`src/rtl/pkcs1u_pkg.sv`:
```
package pkcs1u_pkg;

  // block size limits
  localparam int MAX_BLOCK_BYTES = 512;
  localparam int MIN_BLOCK_BYTES = 11;
  localparam int POS_W           = $clog2(MAX_BLOCK_BYTES + 1);

  // field widths
  localparam int BYTE_W = 8;
  localparam int LEN_W  = 10;
  localparam int ST_W   = 3;

  // byte values
  localparam logic [BYTE_W-1:0] BYTE_ZERO = 8'h00;
  localparam logic [BYTE_W-1:0] PAD_FF    = 8'hFF;

  // block types with a defined padding rule
  localparam logic [BYTE_W-1:0] BT_FF_PAD   = 8'd1;
  localparam logic [BYTE_W-1:0] BT_RAND_PAD = 8'd2;

  // saturation value of the message counter
  localparam logic [LEN_W-1:0] CNT_MAX = '1;

  // status codes
  localparam logic [ST_W-1:0] ST_OK       = 3'd0;
  localparam logic [ST_W-1:0] ST_SHORT    = 3'd1;
  localparam logic [ST_W-1:0] ST_HEADER   = 3'd2;
  localparam logic [ST_W-1:0] ST_BADPAD   = 3'd3;
  localparam logic [ST_W-1:0] ST_NOSEP    = 3'd4;
  localparam logic [ST_W-1:0] ST_TOOLONG  = 3'd5;
  localparam logic [ST_W-1:0] ST_BADTYPE  = 3'd6;
  localparam logic [ST_W-1:0] ST_OVERFLOW = 3'd7;

  // configuration register indexes
  localparam logic CFG_IDX_BLOCK_TYPE  = 1'b0;
  localparam logic CFG_IDX_MAX_OUT_LEN = 1'b1;

  // parser phase
  typedef enum logic [2:0] {
    PH_LEAD,
    PH_TYPE,
    PH_PAD,
    PH_DATA,
    PH_DEAD
  } phase_t;

  // input beat
  typedef struct packed {
    logic [BYTE_W-1:0] in_byte;
    logic              is_last;
  } in_item_t;

  // result beat
  typedef struct packed {
    logic [BYTE_W-1:0] out_byte;
    logic              data_valid;
    logic              block_end;
    logic [ST_W-1:0]   status;
    logic [LEN_W-1:0]  data_length;
  } out_item_t;

  // configuration register values
  typedef struct packed {
    logic [BYTE_W-1:0] block_type;
    logic [LEN_W-1:0]  max_out_len;
  } cfg_t;

endpackage

```
`src/rtl/pkcs1_v15_unpad_checker_core.sv`:
```
// PKCS #1 v1.5 unpadding check. Feed the decrypted block one byte per beat,
// most significant byte first, with is_last on the final byte. Message bytes
// after the 00 separator come out as data beats; the last byte always gives
// a beat with block_end, the block status and the message length. Header,
// type and padding bytes give no beat. One byte is taken every cycle when the
// output side is not stalled; a byte passes through an input register and then
// a result register before its beat shows. The per-byte work is the phase,
// position and length update and a few byte compares. There
// is no start-up clearing pass. block_type and max_out_len are written through
// the cfg port and apply from the next byte on.
module pkcs1_v15_unpad_checker_core
  import pkcs1u_pkg::*;
(
  input  logic              clk,
  input  logic              rst_n,
  input  logic              in_valid,
  output logic              in_stall,
  input  in_item_t          in_data,
  output logic              out_valid,
  input  logic              out_stall,
  output out_item_t         out_data,
  input  logic              cfg_we,
  input  logic              cfg_index,
  input  logic [LEN_W-1:0]  cfg_wdata
);

  cfg_t      cfg_r;
  cfg_t      cfg_nxt;
  logic      item_valid;
  in_item_t  item;
  logic      can_push;
  logic      take;
  logic      has_result;
  out_item_t result;

  // configuration registers
  always_comb begin
    cfg_nxt = cfg_r;
    if (cfg_we) begin
      case (cfg_index)
        CFG_IDX_BLOCK_TYPE:  cfg_nxt.block_type  = cfg_wdata[BYTE_W-1:0];
        CFG_IDX_MAX_OUT_LEN: cfg_nxt.max_out_len = cfg_wdata;
        default: begin
        end
      endcase
    end
  end

  always_ff @(posedge clk) begin
    if (!rst_n) begin
      cfg_r.block_type  <= BT_RAND_PAD;
      cfg_r.max_out_len <= LEN_W'(512);
    end else begin
      cfg_r <= cfg_nxt;
    end
  end

  // a held byte is processed once the result register can take its beat
  assign take = item_valid && can_push;

  pkcs1u_in_reg u_in_reg (
    .clk        (clk),
    .rst_n      (rst_n),
    .in_valid   (in_valid),
    .in_stall   (in_stall),
    .in_data    (in_data),
    .take       (take),
    .item_valid (item_valid),
    .item       (item)
  );

  pkcs1u_parse u_parse (
    .clk        (clk),
    .rst_n      (rst_n),
    .cfg        (cfg_r),
    .step       (take),
    .item       (item),
    .has_result (has_result),
    .result     (result)
  );

  pkcs1u_out_reg u_out_reg (
    .clk       (clk),
    .rst_n     (rst_n),
    .push      (take && has_result),
    .push_data (result),
    .can_push  (can_push),
    .out_valid (out_valid),
    .out_stall (out_stall),
    .out_data  (out_data)
  );

endmodule

```
`src/rtl/pkcs1u_in_reg.sv`:
```
module pkcs1u_in_reg
  import pkcs1u_pkg::*;
(
  input  logic     clk,
  input  logic     rst_n,
  input  logic     in_valid,
  output logic     in_stall,
  input  in_item_t in_data,
  input  logic     take,
  output logic     item_valid,
  output in_item_t item
);

  logic     valid_r;
  logic     valid_nxt;
  in_item_t item_r;

  // hold while the held beat is not taken downstream
  assign in_stall   = valid_r && !take;
  assign valid_nxt  = in_stall ? valid_r : in_valid;
  assign item_valid = valid_r;
  assign item       = item_r;

  // valid flag
  always_ff @(posedge clk) begin
    if (!rst_n) begin
      valid_r <= 1'b0;
    end else begin
      valid_r <= valid_nxt;
    end
  end

  // payload capture
  always_ff @(posedge clk) begin
    if (in_valid && !in_stall) begin
      item_r <= in_data;
    end
  end

endmodule

```
`src/rtl/pkcs1u_parse.sv`:
```
module pkcs1u_parse
  import pkcs1u_pkg::*;
(
  input  logic      clk,
  input  logic      rst_n,
  input  cfg_t      cfg,
  input  logic      step,
  input  in_item_t  item,
  output logic      has_result,
  output out_item_t result
);

  phase_t            phase_r;
  phase_t            phase_nxt;
  logic [POS_W-1:0]  pos_r;
  logic [POS_W-1:0]  pos_nxt;
  logic [ST_W-1:0]   err_r;
  logic [ST_W-1:0]   err_nxt;
  logic [LEN_W-1:0]  cnt_r;
  logic [LEN_W-1:0]  cnt_nxt;

  logic              emit;
  logic              type_known;
  phase_t            phase_v;
  logic [POS_W-1:0]  pos_v;
  logic [ST_W-1:0]   err_v;
  logic [LEN_W-1:0]  cnt_v;
  logic [ST_W-1:0]   status_v;

  assign type_known = (cfg.block_type == BT_FF_PAD) || (cfg.block_type == BT_RAND_PAD);

  // phase walk for one byte
  always_comb begin
    phase_v = phase_r;
    pos_v   = pos_r;
    err_v   = err_r;
    cnt_v   = cnt_r;
    emit    = 1'b0;
    if (pos_r == POS_W'(MAX_BLOCK_BYTES)) begin
      if (err_v == ST_OK) begin
        err_v = ST_OVERFLOW;
      end
    end else begin
      case (phase_r)
        PH_LEAD: begin
          if (item.in_byte != BYTE_ZERO) begin
            if (err_v == ST_OK) err_v = ST_HEADER;
            phase_v = PH_DEAD;
          end else begin
            phase_v = PH_TYPE;
          end
        end
        PH_TYPE: begin
          if (item.in_byte != cfg.block_type) begin
            if (err_v == ST_OK) err_v = ST_HEADER;
            phase_v = PH_DEAD;
          end else if (!type_known) begin
            if (err_v == ST_OK) err_v = ST_BADTYPE;
            phase_v = PH_DEAD;
          end else begin
            phase_v = PH_PAD;
          end
        end
        PH_PAD: begin
          if (item.in_byte == BYTE_ZERO) begin
            phase_v = PH_DATA;
          end else if (cfg.block_type == BT_FF_PAD && item.in_byte != PAD_FF) begin
            if (err_v == ST_OK) err_v = ST_BADPAD;
            phase_v = PH_DEAD;
          end else if (!type_known) begin
            if (err_v == ST_OK) err_v = ST_BADTYPE;
            phase_v = PH_DEAD;
          end
        end
        PH_DATA: begin
          emit = 1'b1;
          if (cnt_r != CNT_MAX) begin
            cnt_v = cnt_r + LEN_W'(1);
          end
          if (cnt_v > cfg.max_out_len) begin
            if (err_v == ST_OK) err_v = ST_TOOLONG;
          end
        end
        default: begin
        end
      endcase
      pos_v = pos_r + POS_W'(1);
    end
  end

  // end-of-block status
  always_comb begin
    if (pos_v < POS_W'(MIN_BLOCK_BYTES)) begin
      status_v = ST_SHORT;
    end else if (err_v != ST_OK) begin
      status_v = err_v;
    end else if (phase_v != PH_DATA) begin
      status_v = ST_NOSEP;
    end else begin
      status_v = ST_OK;
    end
  end

  // result beat
  always_comb begin
    has_result         = emit || item.is_last;
    result.out_byte    = emit ? item.in_byte : BYTE_ZERO;
    result.data_valid  = emit;
    result.block_end   = item.is_last;
    result.status      = item.is_last ? status_v : ST_OK;
    result.data_length = item.is_last ? cnt_v : '0;
  end

  // state update, back to start after the last byte
  always_comb begin
    phase_nxt = phase_r;
    pos_nxt   = pos_r;
    err_nxt   = err_r;
    cnt_nxt   = cnt_r;
    if (step) begin
      if (item.is_last) begin
        phase_nxt = PH_LEAD;
        pos_nxt   = '0;
        err_nxt   = ST_OK;
        cnt_nxt   = '0;
      end else begin
        phase_nxt = phase_v;
        pos_nxt   = pos_v;
        err_nxt   = err_v;
        cnt_nxt   = cnt_v;
      end
    end
  end

  always_ff @(posedge clk) begin
    if (!rst_n) begin
      phase_r <= PH_LEAD;
      pos_r   <= '0;
      err_r   <= ST_OK;
      cnt_r   <= '0;
    end else begin
      phase_r <= phase_nxt;
      pos_r   <= pos_nxt;
      err_r   <= err_nxt;
      cnt_r   <= cnt_nxt;
    end
  end

endmodule

```
`src/rtl/pkcs1u_out_reg.sv`:
```
module pkcs1u_out_reg
  import pkcs1u_pkg::*;
(
  input  logic      clk,
  input  logic      rst_n,
  input  logic      push,
  input  out_item_t push_data,
  output logic      can_push,
  output logic      out_valid,
  input  logic      out_stall,
  output out_item_t out_data
);

  logic      valid_r;
  logic      valid_nxt;
  out_item_t data_r;

  // free when empty or when the held beat leaves this cycle
  assign can_push  = !valid_r || !out_stall;
  assign valid_nxt = push || (valid_r && out_stall);
  assign out_valid = valid_r;
  assign out_data  = data_r;

  always_ff @(posedge clk) begin
    if (!rst_n) begin
      valid_r <= 1'b0;
    end else begin
      valid_r <= valid_nxt;
    end
  end

  // payload capture
  always_ff @(posedge clk) begin
    if (push) begin
      data_r <= push_data;
    end
  end

endmodule

```
`config.mk`:
```
export PLATFORM = sky130hd
export DESIGN_NAME = pkcs1_v15_unpad_checker_core
export DESIGN_NICKNAME = d
export VERILOG_FILES = /design/src/rtl/pkcs1u_pkg.sv /design/src/rtl/pkcs1_v15_unpad_checker_core.sv /design/src/rtl/pkcs1u_in_reg.sv /design/src/rtl/pkcs1u_parse.sv /design/src/rtl/pkcs1u_out_reg.sv
export SDC_FILE = /design/constraint.sdc
export NUM_CORES = 1
export LEC_CHECK = 0
export BUFFER_PORTS_ARGS = -buffer_cell sky130_fd_sc_hd__buf_2
export CORE_UTILIZATION = 58
export CTS_BUF_LIST = sky130_fd_sc_hd__clkbuf_16
export CTS_CLUSTER_SIZE = 14
export DETAILED_ROUTE_END_ITERATION = 10
export MAX_ROUTING_LAYER = met4
export PLACE_DENSITY = 0.79
export SLEW_MARGIN = 20
export SYNTH_ARGS = -nofsm -noshare
export SYNTH_HDL_FRONTEND = slang
export SYNTH_SLANG_ARGS = --single-unit
```
`constraint.sdc`:
```
create_clock -name clk -period 4.6 [get_ports clk]
set_input_delay 0.92 -clock clk [delete_from_list [all_inputs] [get_ports clk]]
set_output_delay 0.92 -clock clk [all_outputs]
set_load 0.02 [all_outputs]
```
# Yosys cells after proc, flatten, opt, wreduce, memory -nomap -nowiden
# Index checks and enable logic that the tools add are counted.
# op_classes
add_sub_neg,2
mul,0
div,0
bitwise,2
magnitude_cmp,2
reduce_logical,22
shifts,0
eq_ne,10
n_mux,36
# ops
operator,count
two-way mux 10 bit,8
two-way mux 3 bit,23
adder 10 x 1 -> 10 bit (second input constant),2
one-hot mux 3 bit (4 select lines),1
== test 10 bit (second input constant),1
> comparator 10 bit,1
< comparator 10 x 4 -> 1 bit (second input constant),1
!= test 10 bit (second input constant),1
one-hot mux 3 bit (3 select lines),1
== test 8 x 1 -> 1 bit (second input constant),1
== test 8 x 2 -> 1 bit (second input constant),1
zero test 8 bit,1
!= test 8 bit,1
!= test 8 bit (second input constant),1
nonzero test 8 bit,1
== test 3 x 2 -> 1 bit (second input constant),2
logical AND 1 bit,6
zero test 3 bit,2
zero test 1 bit,4
logical OR 1 bit,4
AND reduction 2 bit,2
== test 3 x 1 -> 1 bit (second input constant),1
two-way mux 1 bit,3
!= test 3 x 2 -> 1 bit (second input constant),1
other kinds (3),4
# totals
memories,0
output_inout_bits,25
ramBits,0
regBits,78
latchBits,0
word_cells,90
romBits,0
in_bits,25

# Logic depth before layout (Yosys ltp)
# Gate-level depths: netlist of the first run.
# depth
ltp_word,11
mapped_depth,13
mapped_depth_nobuf,13

# Modules after synthesis
# Synthesis of the first run repeated with hierarchy kept, for this count alone.
# unflattened
hier_cells,454
hier_area_um2,4297.9
# by_module_without_submodules
mod,seq_area_each_um2,instances,cells_per_inst,area_each_um2
pkcs1u_parse,520.5,1,339,2526.2
pkcs1_v15_unpad_checker_core,360.3,1,75,728.2
pkcs1u_out_reg,710.7,1,27,725.7
pkcs1u_in_reg,290.3,1,13,317.8

# Worst setup path after synthesis of the first run
# No wires, ideal clock.
# synth_path
path_kind,register to register
startpoint,register u_parse.cnt_r[0]
endpoint,"register u_out_reg.data_r (netlist bit u_out_reg.out_data[12]), data pin"
required_time_ns,4.333
path_stages_with_launch,13
period_less_slack_ns,3.190
path_buffers,0
arrival_time_ns,2.924
setup_ns,0.267
slack_ns,1.410
cell_sequence,dfxtp_1 -> ha_1 -> nand3_1 -> nor4_4 -> nand2b_1 -> xnor2_1 -> ha_1 -> nand4_1 -> a21oi_1 -> a2111oi_0 -> nor4_1 -> a211oi_1 -> o22ai_1
# synth_via
elab_chain_len,10
word_cells_on_any_way,11
cone_classes,add/sub: 1; order compare: 1; eq/ne: 1; mux: 7; reduce/logical: 1
# synth_lines
element,line_no,rtl
start: declaration,pkcs1u_parse.sv:19,logic [LEN_W-1:0] cnt_r;
start signal: assignment,pkcs1u_parse.sv:145,cnt_r <= cnt_nxt;
adder 10 x 1 -> 10 bit or != test 10 bit (tied branches),"pkcs1u_parse.sv:78, pkcs1u_parse.sv:77",
two-way mux 10 bit *,pkcs1u_parse.sv:77,if (cnt_r != CNT_MAX) begin
two-way mux 10 bit *,pkcs1u_parse.sv:44,case (phase_r)
two-way mux 10 bit *,pkcs1u_parse.sv:39,if (pos_r == POS_W'(MAX_BLOCK_BYTES)) begin
> comparator 10 bit *,pkcs1u_parse.sv:80,if (cnt_v > cfg.max_out_len) begin
two-way mux 3 bit *,pkcs1u_parse.sv:80,
one-hot mux 3 bit (4 select lines) *,pkcs1u_parse.sv:44,
two-way mux 3 bit *,pkcs1u_parse.sv:39,
nonzero test 3 bit,pkcs1u_parse.sv:95,end else if (err_v != ST_OK) begin
two-way mux 3 bit *,pkcs1u_parse.sv:95,
end signal: assignment,pkcs1u_out_reg.sv:35,data_r <= push_data;
end: declaration,pkcs1u_out_reg.sv:16,out_item_t data_r;
# Every way passes the cells marked *; elsewhere a longest branch is shown, timed or not. The select of a mux whose other input is x is not followed.
# A chain may end at the register's enable or synchronous reset.

# Worst setup path in the final report of the first run
# Ends and elaborated chain as after synthesis.

==> impl_metrics.toml, run 1 <==
[power_and_ir_drop]
pwr_density_cell_mw_per_mm2 = 325
leakage_uw = 0.00185
p_total_uw = 1580
ir_worst_vdd_v = 0.000208

[die]
die_area_mm2 = 0.00767
core_mm2 = 0.00694
num_rows = 30
fp.dieW_um = 87.6
ioPinCount = 50
die_h_um = 87.6
start_util_pct = 61.2

[cts]
cts_tree = "built"
clk_pin_slew_ps = 60
holdBufCountCts = 0
post-cts-setup-buffers = 0
cts_max_path_buffers = 2
ctsResizeCount = 0
cts_max_level = 3
numCtsBuffers = 9
cts_root_buf = "clkbuf_16"
cts_sinks = 78
insertion_delay_ps = 330

[route]
drt_iter0_markers = 184
via_per_inst = 5.94
drcViolationCount = 0
drt_pre_antenna_iters = 5
wl_mm = 9.90
wl_per_cell_um = 16.3
ant_nets = 0
vias = 3605

[synth]
ys_top_cells_by_area = "edfxtp_1, dfxtp_1, nand2_1"
synth_xor_area_share_pct = 4.33
ys_ff_latch = 78
yosysSeqAreaShare_pct = 44.3
synth-simple-area-share_pct = 25.4
synth_cell_type_count = 66
muxShareOfSynthArea_pct = 1.50
synth_nets = 503
yosys.area.top_type = "edfxtp_1"
synth_top_family_by_area = "simple AND/OR/NAND/NOR gates"
async_flop_share_pct = 0
ys.flop_type = "dfxtp_1"
yosysWarnings = 0
synth.avg_cell_area_um2 = 9.14
yosysTopAreaCellShare_pct = 22.6
synth_compound_area_share_pct = 17.3
synthCells = 465
yosys.area_share.adder_pct = 3.83
synthMostInstantiatedCell = "nand2_1"
synth_edf_count = 32
synth_area_mm2 = 0.00425
synth_commonest_cells = "nand2_1, dfxtp_1, edfxtp_1"

[critical_path]
cp.required_ps = 4670
crit_family = "compound AO/OA/AOI/OAI gates"
worstPathMaxFanout = 9
slowest_delay_ps = 580
critPathBufInv = 0
critPathSlowestCell = "a2111oi_0"
r2r_end = "u_out_reg.out_data[12]$_SDFFCE_PP0P_"
cp_cell_sequence = "ha_1 -> nand3_1 -> nor4_4 -> o21ai_0 -> o21ai_0 -> ha_1 -> a21oi_1 -> nand2_1 -> a2111oi_0 -> nor4_1 -> a211oi_1 -> o22ai_1"
reg2reg_depth = 12
crit_arrival_ps = 3790
critPathKind = "flop to flop"
cp-end-kind = "flop"
r2r_setup_slack_ps = 880
setup.worst_path.start_class = "flop"
r2r_start = "u_parse.cnt_r[0]$_SDFFE_PN0P_"

[sta]
rsz0062_at_grt = "false"
period_needed_ps = 3720
final.setup.tns_ps = 0
max_freq_mhz = 269
fin_skew_ps = 7.51
hold_slack_ps = 471
setup_viol = 0
max-slew-margin-rel_pct = 33.3
worst_pin_slew_ps = 999
maxSlewViolCount = 0
hold_violations = 0
period_share_pct = 80.9

[min_path]
hold_class = "flop to flop"
holdPathEnd = "cfg_r[8]$_SDFFE_PN0P_"
min_from = "cfg_r[8]$_SDFFE_PN0P_"
whs_path_depth = 2

[flow_run]
cap_violations = 0

[layout]
syn_to_final_growth_pct = 13.9
layout.nets = 544
drive_gt1_share_pct = 16.2
diodes = 0
stdcell_count = 607

[status]
status = "completed"

[grt]
overflow = 0
grt_max_degree = 44
grt_pass1_wl_mm = 16.4
antenna_found_initial = 0
grtUsageTotal_pct = 28.7
grt_pass1_vias = 3409

[placed_design]
dpl.hpwl_mm = 6.75
port_buffers = 49
gp_congestion = 0.906
dp_cells = 591
[area by class of cell]
cell class                      count  area [um2]
Clock buffer                        9         225
Fill cell                         561        2100
Timing Repair Buffer               49         245
Tap cell                           96         120
Clock inverter                      7        73.8
Inverter                           19        71.3
Multi-Input combinational cell    349        2220
Sequential cell                    78        1880
[routing by layer]
metal	vias up	wire [um]	global-route usage (%)
met5	-	0	-
li1	1761	-	-
met3	14	560	4.24
met2	122	4870	46.6
met4	0	126	9.69
met1	1708	4350	36.7
[report_power, final]
part           internal (uW)  switching (uW)
Combinational           38.9            63.4
Sequential               737            20.2
Clock                    422             294
Total                   1200             378
[sequential cells by signal, summed over array words and instances, names as in the netlist, 3 cells and up]
register and flops:
cfg_r 18, u_parse.phase_r 3, u_in_reg.item 9, u_parse.pos_r 10, u_parse.err_r 3, u_out_reg.out_data 23, u_parse.cnt_r 10
[cells in the final DEF, fill, tap and decap left out, types with 3 or more instances in the layout]
cell type	netlist	final
ha_1	13	13
mux2_2	3	3
nand4_1	8	8
a21boi_0	24	24
a22oi_1	3	3
and3_1	4	4
a31oi_1	3	3
inv_1	18	19
xnor2_1	7	7
dfxtp_1	46	46
o21a_1	3	3
mux2i_1	3	3
and2_1	20	20
or3_1	3	3
a21oi_1	14	14
o211ai_1	3	3
o31ai_1	6	6
nand3_1	12	12
nor3_1	11	11
nand2_1	71	71
nor2_1	27	27
nand3b_1	3	3
clkbuf_16	0	9
o21ai_0	24	24
buf_2	2	49
edfxtp_1	32	32
nor2b_1	11	11
xor2_1	14	14
clkinvlp_4	0	3
nand2b_1	7	7
nor4_1	8	8
[stage by stage]
stage / area, um2 / setup slack [ps] / util [%]
after floorplan: 4250 / 1410 / -
after global placement: 4540 / 1060 / 65.4
after detailed placement: 4540 / 954 / 65.4
after CTS: 4840 / 940 / 69.7
after global routing: 4840 / 501 / 69.7
final: 4840 / 877 / 69.7
[tightest hold or removal path, stage by stage (launching register included)]
cell	delay, ps
dfxtp_1	310
nand2_1	50
a21boi_0	70
[kinds of logic (layout without fill, tap and decap cells)]
| kind of cell | after synthesis | in the layout |
|---|---|---|
| buffers and inverters | 38 | 84 |
| flip-flops | 78 | 78 |
| adder cells (fa/ha/maj) | 13 | 13 |
| AO/OA/AOI/OAI | 105 | 105 |
| multiplexers | 6 | 6 |
| XOR/XNOR | 21 | 21 |
| AND/OR/NAND/NOR | 204 | 204 |
[worst max-delay path by stage]
stage	start	endpoint	slack, ps	cells past startpoint
final	u_parse.cnt_r[0]$_SDFFE_PN0P_	u_out_reg.out_data[12]$_SDFFCE_PP0P_	880	12
after global routing	u_parse.cnt_r[0]$_SDFFE_PN0P_	u_out_reg.out_data[12]$_SDFFCE_PP0P_	500	12
after CTS	u_parse.cnt_r[0]$_SDFFE_PN0P_	u_out_reg.out_data[12]$_SDFFCE_PP0P_	940	12
after detailed placement	u_parse.cnt_r[0]$_SDFFE_PN0P_	u_out_reg.out_data[12]$_SDFFCE_PP0P_	950	12
after global placement	u_parse.cnt_r[0]$_SDFFE_PN0P_	u_out_reg.out_data[12]$_SDFFCE_PP0P_	1060	12
after floorplan	u_parse.cnt_r[0]$_SDFFE_PN0P_	u_out_reg.out_data[12]$_SDFFCE_PP0P_	1410	12
Power figures use the tool's default switching activity.
==> inputs of run 2 (changes only) <==
--- a/config.mk
+++ b/config.mk
@@ -5,13 +5,14 @@
 export SDC_FILE = /design/constraint.sdc
 export NUM_CORES = 1
 export LEC_CHECK = 0
+export ABC_AREA = 1
 export BUFFER_PORTS_ARGS = -buffer_cell sky130_fd_sc_hd__buf_2
-export CORE_UTILIZATION = 58
+export CORE_UTILIZATION = 59
 export CTS_BUF_LIST = sky130_fd_sc_hd__clkbuf_16
 export CTS_CLUSTER_SIZE = 14
 export DETAILED_ROUTE_END_ITERATION = 10
 export MAX_ROUTING_LAYER = met4
-export PLACE_DENSITY = 0.79
+export PLACE_DENSITY = 0.81
 export SLEW_MARGIN = 20
 export SYNTH_ARGS = -nofsm -noshare
 export SYNTH_HDL_FRONTEND = slang
==> constraint.sdc (replaced) <==
create_clock -name clk -period 3.8 [get_ports clk]
set_input_delay 0.76 -clock clk [delete_from_list [all_inputs] [get_ports clk]]
set_output_delay 0.76 -clock clk [all_outputs]
set_load 0.02 [all_outputs]
==> impl_metrics.toml, run 2 <==
[min_path]
min_from = "cfg_r[1]$_SDFFE_PN0P_"
holdPathEnd = "cfg_r[1]$_SDFFE_PN0P_"
whs_path_depth = 2
hold_class = "flop to flop"

[die]
die_area_mm2 = 0.00760
die_h_um = 87.2
fp.dieW_um = 87.2
core_mm2 = 0.00691
num_rows = 30
ioPinCount = 50
start_util_pct = 62.0

[cts]
cts_sinks = 78
clk_pin_slew_ps = 60
cts_max_path_buffers = 2
cts_root_buf = "clkbuf_16"
holdBufCountCts = 0
cts_max_level = 3
cts_tree = "built"
post-cts-setup-buffers = 0
numCtsBuffers = 9
ctsResizeCount = 0
insertion_delay_ps = 340

[route]
drcViolationCount = 0
wl_per_cell_um = 13.9
wl_mm = 10.2
vias = 3900
ant_nets = 0
drt_pre_antenna_iters = 6
drt_iter0_markers = 306
via_per_inst = 5.31

[critical_path]
r2r_start = "u_parse.cnt_r[0]$_SDFFE_PN0P_"
crit_arrival_ps = 3070
critPathBufInv = 3
critPathKind = "flop to flop"
cp.required_ps = 3880
path_common_cell = "nand2_1"
crit_family = "simple AND/OR/NAND/NOR gates"
setup.worst_path.start_class = "flop"
critPathSlowestCell = "dfxtp_1"
reg2reg_depth = 21
r2r_end = "u_out_reg.out_data[12]$_SDFFCE_PP0P_"
worstPathMaxFanout = 4
cp-end-kind = "flop"
slowest_delay_ps = 390
r2r_setup_slack_ps = 810
cp_cell_sequence = "inv_1 -> nor4_4 -> nand2_1 -> xor2_1 -> inv_1 -> nor2_1 -> inv_1 -> ha_1 -> nand2_1 -> nor2_1 -> nand3_1 -> nand3_1 -> nand2_1 -> nand2_1 -> nand2_1 -> nand2_1 -> nand2_1 -> nand2_1 -> nor2_1 -> nand2_1 -> a21oi_2"

[synth]
yosysTopAreaCellShare_pct = 22.4
ys_top_cells_by_area = "edfxtp_1, dfxtp_1, nand2_1"
synthMostInstantiatedCell = "nand2_1"
ys_ff_latch = 78
synth.avg_cell_area_um2 = 7.32
synth_edf_count = 32
synth_nets = 623
synth_cell_type_count = 39
async_flop_share_pct = 0
yosysWarnings = 0
synth_commonest_cells = "nand2_1, inv_1, nor2_1"
synthCells = 585
yosys.area.top_type = "edfxtp_1"
synth_area_mm2 = 0.00428
yosysSeqAreaShare_pct = 44.0
ys.flop_type = "dfxtp_1"

[sta]
maxSlewViolCount = 0
period_needed_ps = 2990
rsz0062_at_grt = "false"
setup_viol = 0
fin_skew_ps = 7.42
period_share_pct = 78.6
max-slew-margin-rel_pct = 43.5
setup_ws_ps = 813
hold_violations = 0
worst_pin_slew_ps = 842
max_freq_mhz = 335
final.setup.tns_ps = 0

[layout]
drive_gt1_share_pct = 13.3
diodes = 0
syn_to_final_growth_pct = 15.7
fillers = 569
largest_reg_flops = 23
mostFrequentLayoutCells = "nand2_1, inv_1, nor2_1"
final_util_pct = 71.7
final_common_cell = "nand2_1"
layout.nets = 671
ff_latch_area_mm2 = 0.00188
multi_input_area_mm2 = 0.00196

[placed_design]
place_ws_ps = 925
dpl.hpwl_mm = 7.08
port_buffers = 49
gp_congestion = 0.919

[status]
status = "completed"

[power_and_ir_drop]
leakage_uw = 0.00225
ir_worst_vdd_v = 0.000274
pwr_density_cell_mw_per_mm2 = 412

[flow_run]
cap_violations = 0

[grt]
antenna_found_initial = 0
grt_pass1_wl_mm = 16.9
grt_pass1_vias = 3731
grtUsageTotal_pct = 30.0
grt_max_degree = 28
overflow = 0
run 2: changes by cell type in the layout (fill, tap and decap cells not counted), moves of 11 or more:
cell and change:
inv_1 +77, nand2_1 +70, nor2_1 +61, a21boi_0 -24
a21oi_1 +20, and2_1 -20, nand3_1 +11, nor2b_1 -11
run 2: cells by family (layout without fill, tap and decap cells):
logic type / Yosys count / after routing / synth area share [%]
and+or+nand+nor: 278 / 278 / 27.5
adders and majority gates: 13 / 13 / 3.80
DFF: 78 / 78 / 44.0
AOI/OAI and AO/OA: 85 / 85 / 10.9
xor gates and xnor gates: 16 / 16 / 3.45
buffers and inverters: 115 / 168 / 10.4
run 2: how the worst max path moves through the flow:
stage	cells past startpoint	startpoint	slack, ps	endpoint
after global placement	22	u_parse.cnt_r[0]$_SDFFE_PN0P_	1090	u_out_reg.out_data[12]$_SDFFCE_PP0P_
after detailed placement	22	u_parse.cnt_r[0]$_SDFFE_PN0P_	930	u_out_reg.out_data[12]$_SDFFCE_PP0P_
after floorplan	4	out_stall	1130	u_out_reg.out_data[0]$_SDFFCE_PN0P_
final	21	u_parse.cnt_r[0]$_SDFFE_PN0P_	810	u_out_reg.out_data[12]$_SDFFCE_PP0P_
after CTS	22	u_parse.cnt_r[0]$_SDFFE_PN0P_	830	u_out_reg.out_data[12]$_SDFFCE_PP0P_
after global routing	21	u_parse.cnt_r[1]$_SDFFE_PN0P_	530	u_out_reg.out_data[12]$_SDFFCE_PP0P_
run 2: per-layer routing:
metal  share of wire (%)  vias to the layer above  global-route usage, %
met1                  42                     1802                   35.7
met4                 2.8                        0                   14.2
met2                  50                      126                   50.8
met3                 5.2                       23                   3.89
li1                    -                     1949                      -
met5                   0                        -                      -
run 2: through the flow:
| step | std cells | hold WS [ps] | power (uW) | cell area, um2 |
|---|---|---|---|---|
| after floorplan | 585 | 435 | 1030 | 4280 |
| after global placement | 718 | 450 | 1070 | 4620 |
| after detailed placement | 718 | 454 | 1080 | 4620 |
| after CTS | 734 | 465 | 2050 | 4950 |
| after global routing | 734 | 483 | 2100 | 4950 |
| final | 734 | 458 | 2040 | 4950 |
run 2: power breakdown:
part | total, uW | switching (uW) | internal, uW | leakage [uW]
Combinational | 149 | 101 | 47.5 | 0.00142
Clock | 976 | 338 | 638 | 0.000165
Sequential | 917 | 18.2 | 899 | 0.000671
run 2: worst min-delay path, stage by stage, from the launching register on:
cell	delay (ps)
dfxtp_1	290
inv_1	60
a21oi_1	60
run 2: area by class of cell:
cell class	count	area share, %
well taps	96	2.43
inverters	100	7.60
clock buffers	9	4.55
flip-flops and latches	78	38.0
multi-input cells	392	39.5
repair buffers	52	5.66
clock inverters	7	2.25
==> inputs of run 3 (changes only) <==
==> constraint.sdc (replaced) <==
create_clock -name clk -period 2.8 [get_ports clk]
set_input_delay 0.56 -clock clk [delete_from_list [all_inputs] [get_ports clk]]
set_output_delay 0.56 -clock clk [all_outputs]
set_load 0.02 [all_outputs]
==> impl_metrics.toml, run 3 (synthesis gave the netlist of run 2 again) <==
[critical_path]
critPathBufInv = 2
crit_family = "simple AND/OR/NAND/NOR gates"
path_common_cell = "nand2_1"
slowest_delay_ps = 390
worstPathMaxFanout = 4
cp-end-kind = "flop"
setup.worst_path.start_class = "flop"
cp.required_ps = 2880
critPathSlowestCell = "dfxtp_4"
cp_cell_sequence = "ha_4 -> nand3_4 -> nor2_4 -> nand2_2 -> xor2_1 -> inv_1 -> nor2_2 -> inv_1 -> ha_1 -> nand2_2 -> nor2_2 -> nand3_1 -> nand3_2 -> nand2_2 -> nand2_1 -> nand2_1 -> nand2_1 -> nand2_1 -> nand2_1 -> nor2_1 -> nand2_1 -> a21oi_2"
critPathKind = "flop to flop"
crit_arrival_ps = 2930

[cts]
cts_max_level = 3
holdBufCountCts = 0
cts_tree = "built"
cts_root_buf = "clkbuf_16"
insertion_delay_ps = 340
cts_sinks = 78
clk_pin_slew_ps = 60
numCtsBuffers = 9
cts_max_path_buffers = 2

[sta]
max_freq_mhz = 352
max-slew-margin-rel_pct = 67.3
worst_pin_slew_ps = 489
final.setup.tns_ps = -44.8
rsz0062_at_grt = "true"
hold_slack_ps = 399
period_share_pct = 102
period_needed_ps = 2840
setup_viol = 1
setup_ws_ps = -44.8
maxSlewViolCount = 0
hold_violations = 0
fin_skew_ps = 8.06

[power_and_ir_drop]
p_total_uw = 2840
ir_worst_vdd_v = 0.000319
p_sw_uw = 635
combPwrFrac_pct = 7.4
p_seq_share_pct = 43.7
internal_power_uw = 2210
leakage_uw = 0.00234
clockPowerShare_pct = 48.9
pwr_density_cell_mw_per_mm2 = 549
switching_share_pct = 22.4

[route]
wl_mm = 10.9
drt_iter0_markers = 303
top_layer = "met4"
drcViolationCount = 0
met2WireLength_mm = 5.25
met1_length_mm = 4.50
wl_per_cell_um = 14.7
wl_met3_um = 788
vias = 4089
ant_nets = 0
via_per_inst = 5.50
drt_pre_antenna_iters = 5

[flow_run]
cap_violations = 0

[status]
violations = "negative setup slack"
status = "finished with violations"

[layout]
mostFrequentLayoutCells = "nand2_1, inv_1, nor2_1"
largest_reg_flops = 23
final_common_cell = "nand2_1"
syn_to_final_growth_pct = 21.0
ff_latch_area_mm2 = 0.00189
final_util_pct = 75.0
layout.nets = 680
drive_gt1_share_pct = 18.9
fillers = 520
diodes = 0
multi_input_area_mm2 = 0.00208
fin_area_mm2 = 0.00518

[placed_design]
placed_cell_area_mm2 = 0.00462
port_buffers = 49
dpl.hpwl_mm = 6.91
gp_congestion = 0.931

[die]
core_mm2 = 0.00691
die_h_um = 87.2
die_area_mm2 = 0.00760
fp.dieW_um = 87.2
num_rows = 30
start_util_pct = 62.0
ioPinCount = 50

[min_path]
hold_class = "input port to flop"

[grt]
grt_pass1_vias = 3701
antenna_found_initial = 0
grt_max_degree = 28
grtUsageTotal_pct = 29.4
grt_pass1_wl_mm = 16.7
overflow = 0
run 3: worst paths after layout:
| path | start | endpoint | slack [ps] | cells past startpoint |
|---|---|---|---|---|
| worst max-delay path | u_parse.cnt_r[1]$_SDFFE_PN0P_ | u_out_reg.out_data[12]$_SDFFCE_PP0P_ | -40 | 22 |
| worst min register to register | cfg_r[1]$_SDFFE_PN0P_ | cfg_r[1]$_SDFFE_PN0P_ | 460 | 2 |
| worst min-delay path | in_data[3] | u_in_reg.item[3]$_DFFE_PP_ | 400 | 1 |
| worst max register to register | u_parse.cnt_r[1]$_SDFFE_PN0P_ | u_out_reg.out_data[12]$_SDFFCE_PP0P_ | -40 | 22 |
run 3: layer usage:
| metal | vias to the layer above | global-route usage [%] |
|---|---|---|
| li1 | 1969 | - |
| met4 | 0 | 11.8 |
| met3 | 43 | 3.32 |
| met1 | 1873 | 36.0 |
| met5 | - | - |
| met2 | 204 | 49.8 |
run 3: final cells by class:
| cell class | instances | area share [%] |
|---|---|---|
| multi-input combinational | 392 | 40.2 |
| tap | 96 | 2.32 |
| inverter | 100 | 7.34 |
| clock inverter | 6 | 2.05 |
| clock buffer | 10 | 4.83 |
| timing repair buffer | 61 | 6.72 |
| sequential | 78 | 36.6 |
run 3: power by group through the flow:
stage | combinational, uW | clock, uW | sequential, uW
after global routing | 234 | 1440 | 1240
after CTS | 201 | 1390 | 1240
after global placement | 191 | 0 | 1270
after detailed placement | 197 | 0 | 1270
final | 211 | 1390 | 1240
after floorplan | 121 | 0 | 1270
run 3: timing repair:
item	in CTS	in global routing
pin swaps	0	14
gates resized for setup	3	36
setup endpoints to repair	2	4
setup buffers	1	6
run 3: metrics by stage:
| step | std cells | setup slack, ps |
|---|---|---|
| 2_1_floorplan | 585 | 248 |
| 3_3_place_gp | 720 | 93.9 |
| 3_5_place_dp | 720 | -22.9 |
| 4_1_cts | 737 | 4.99 |
| 5_1_grt | 743 | -250 |
| 6_report | 743 | -44.8 |
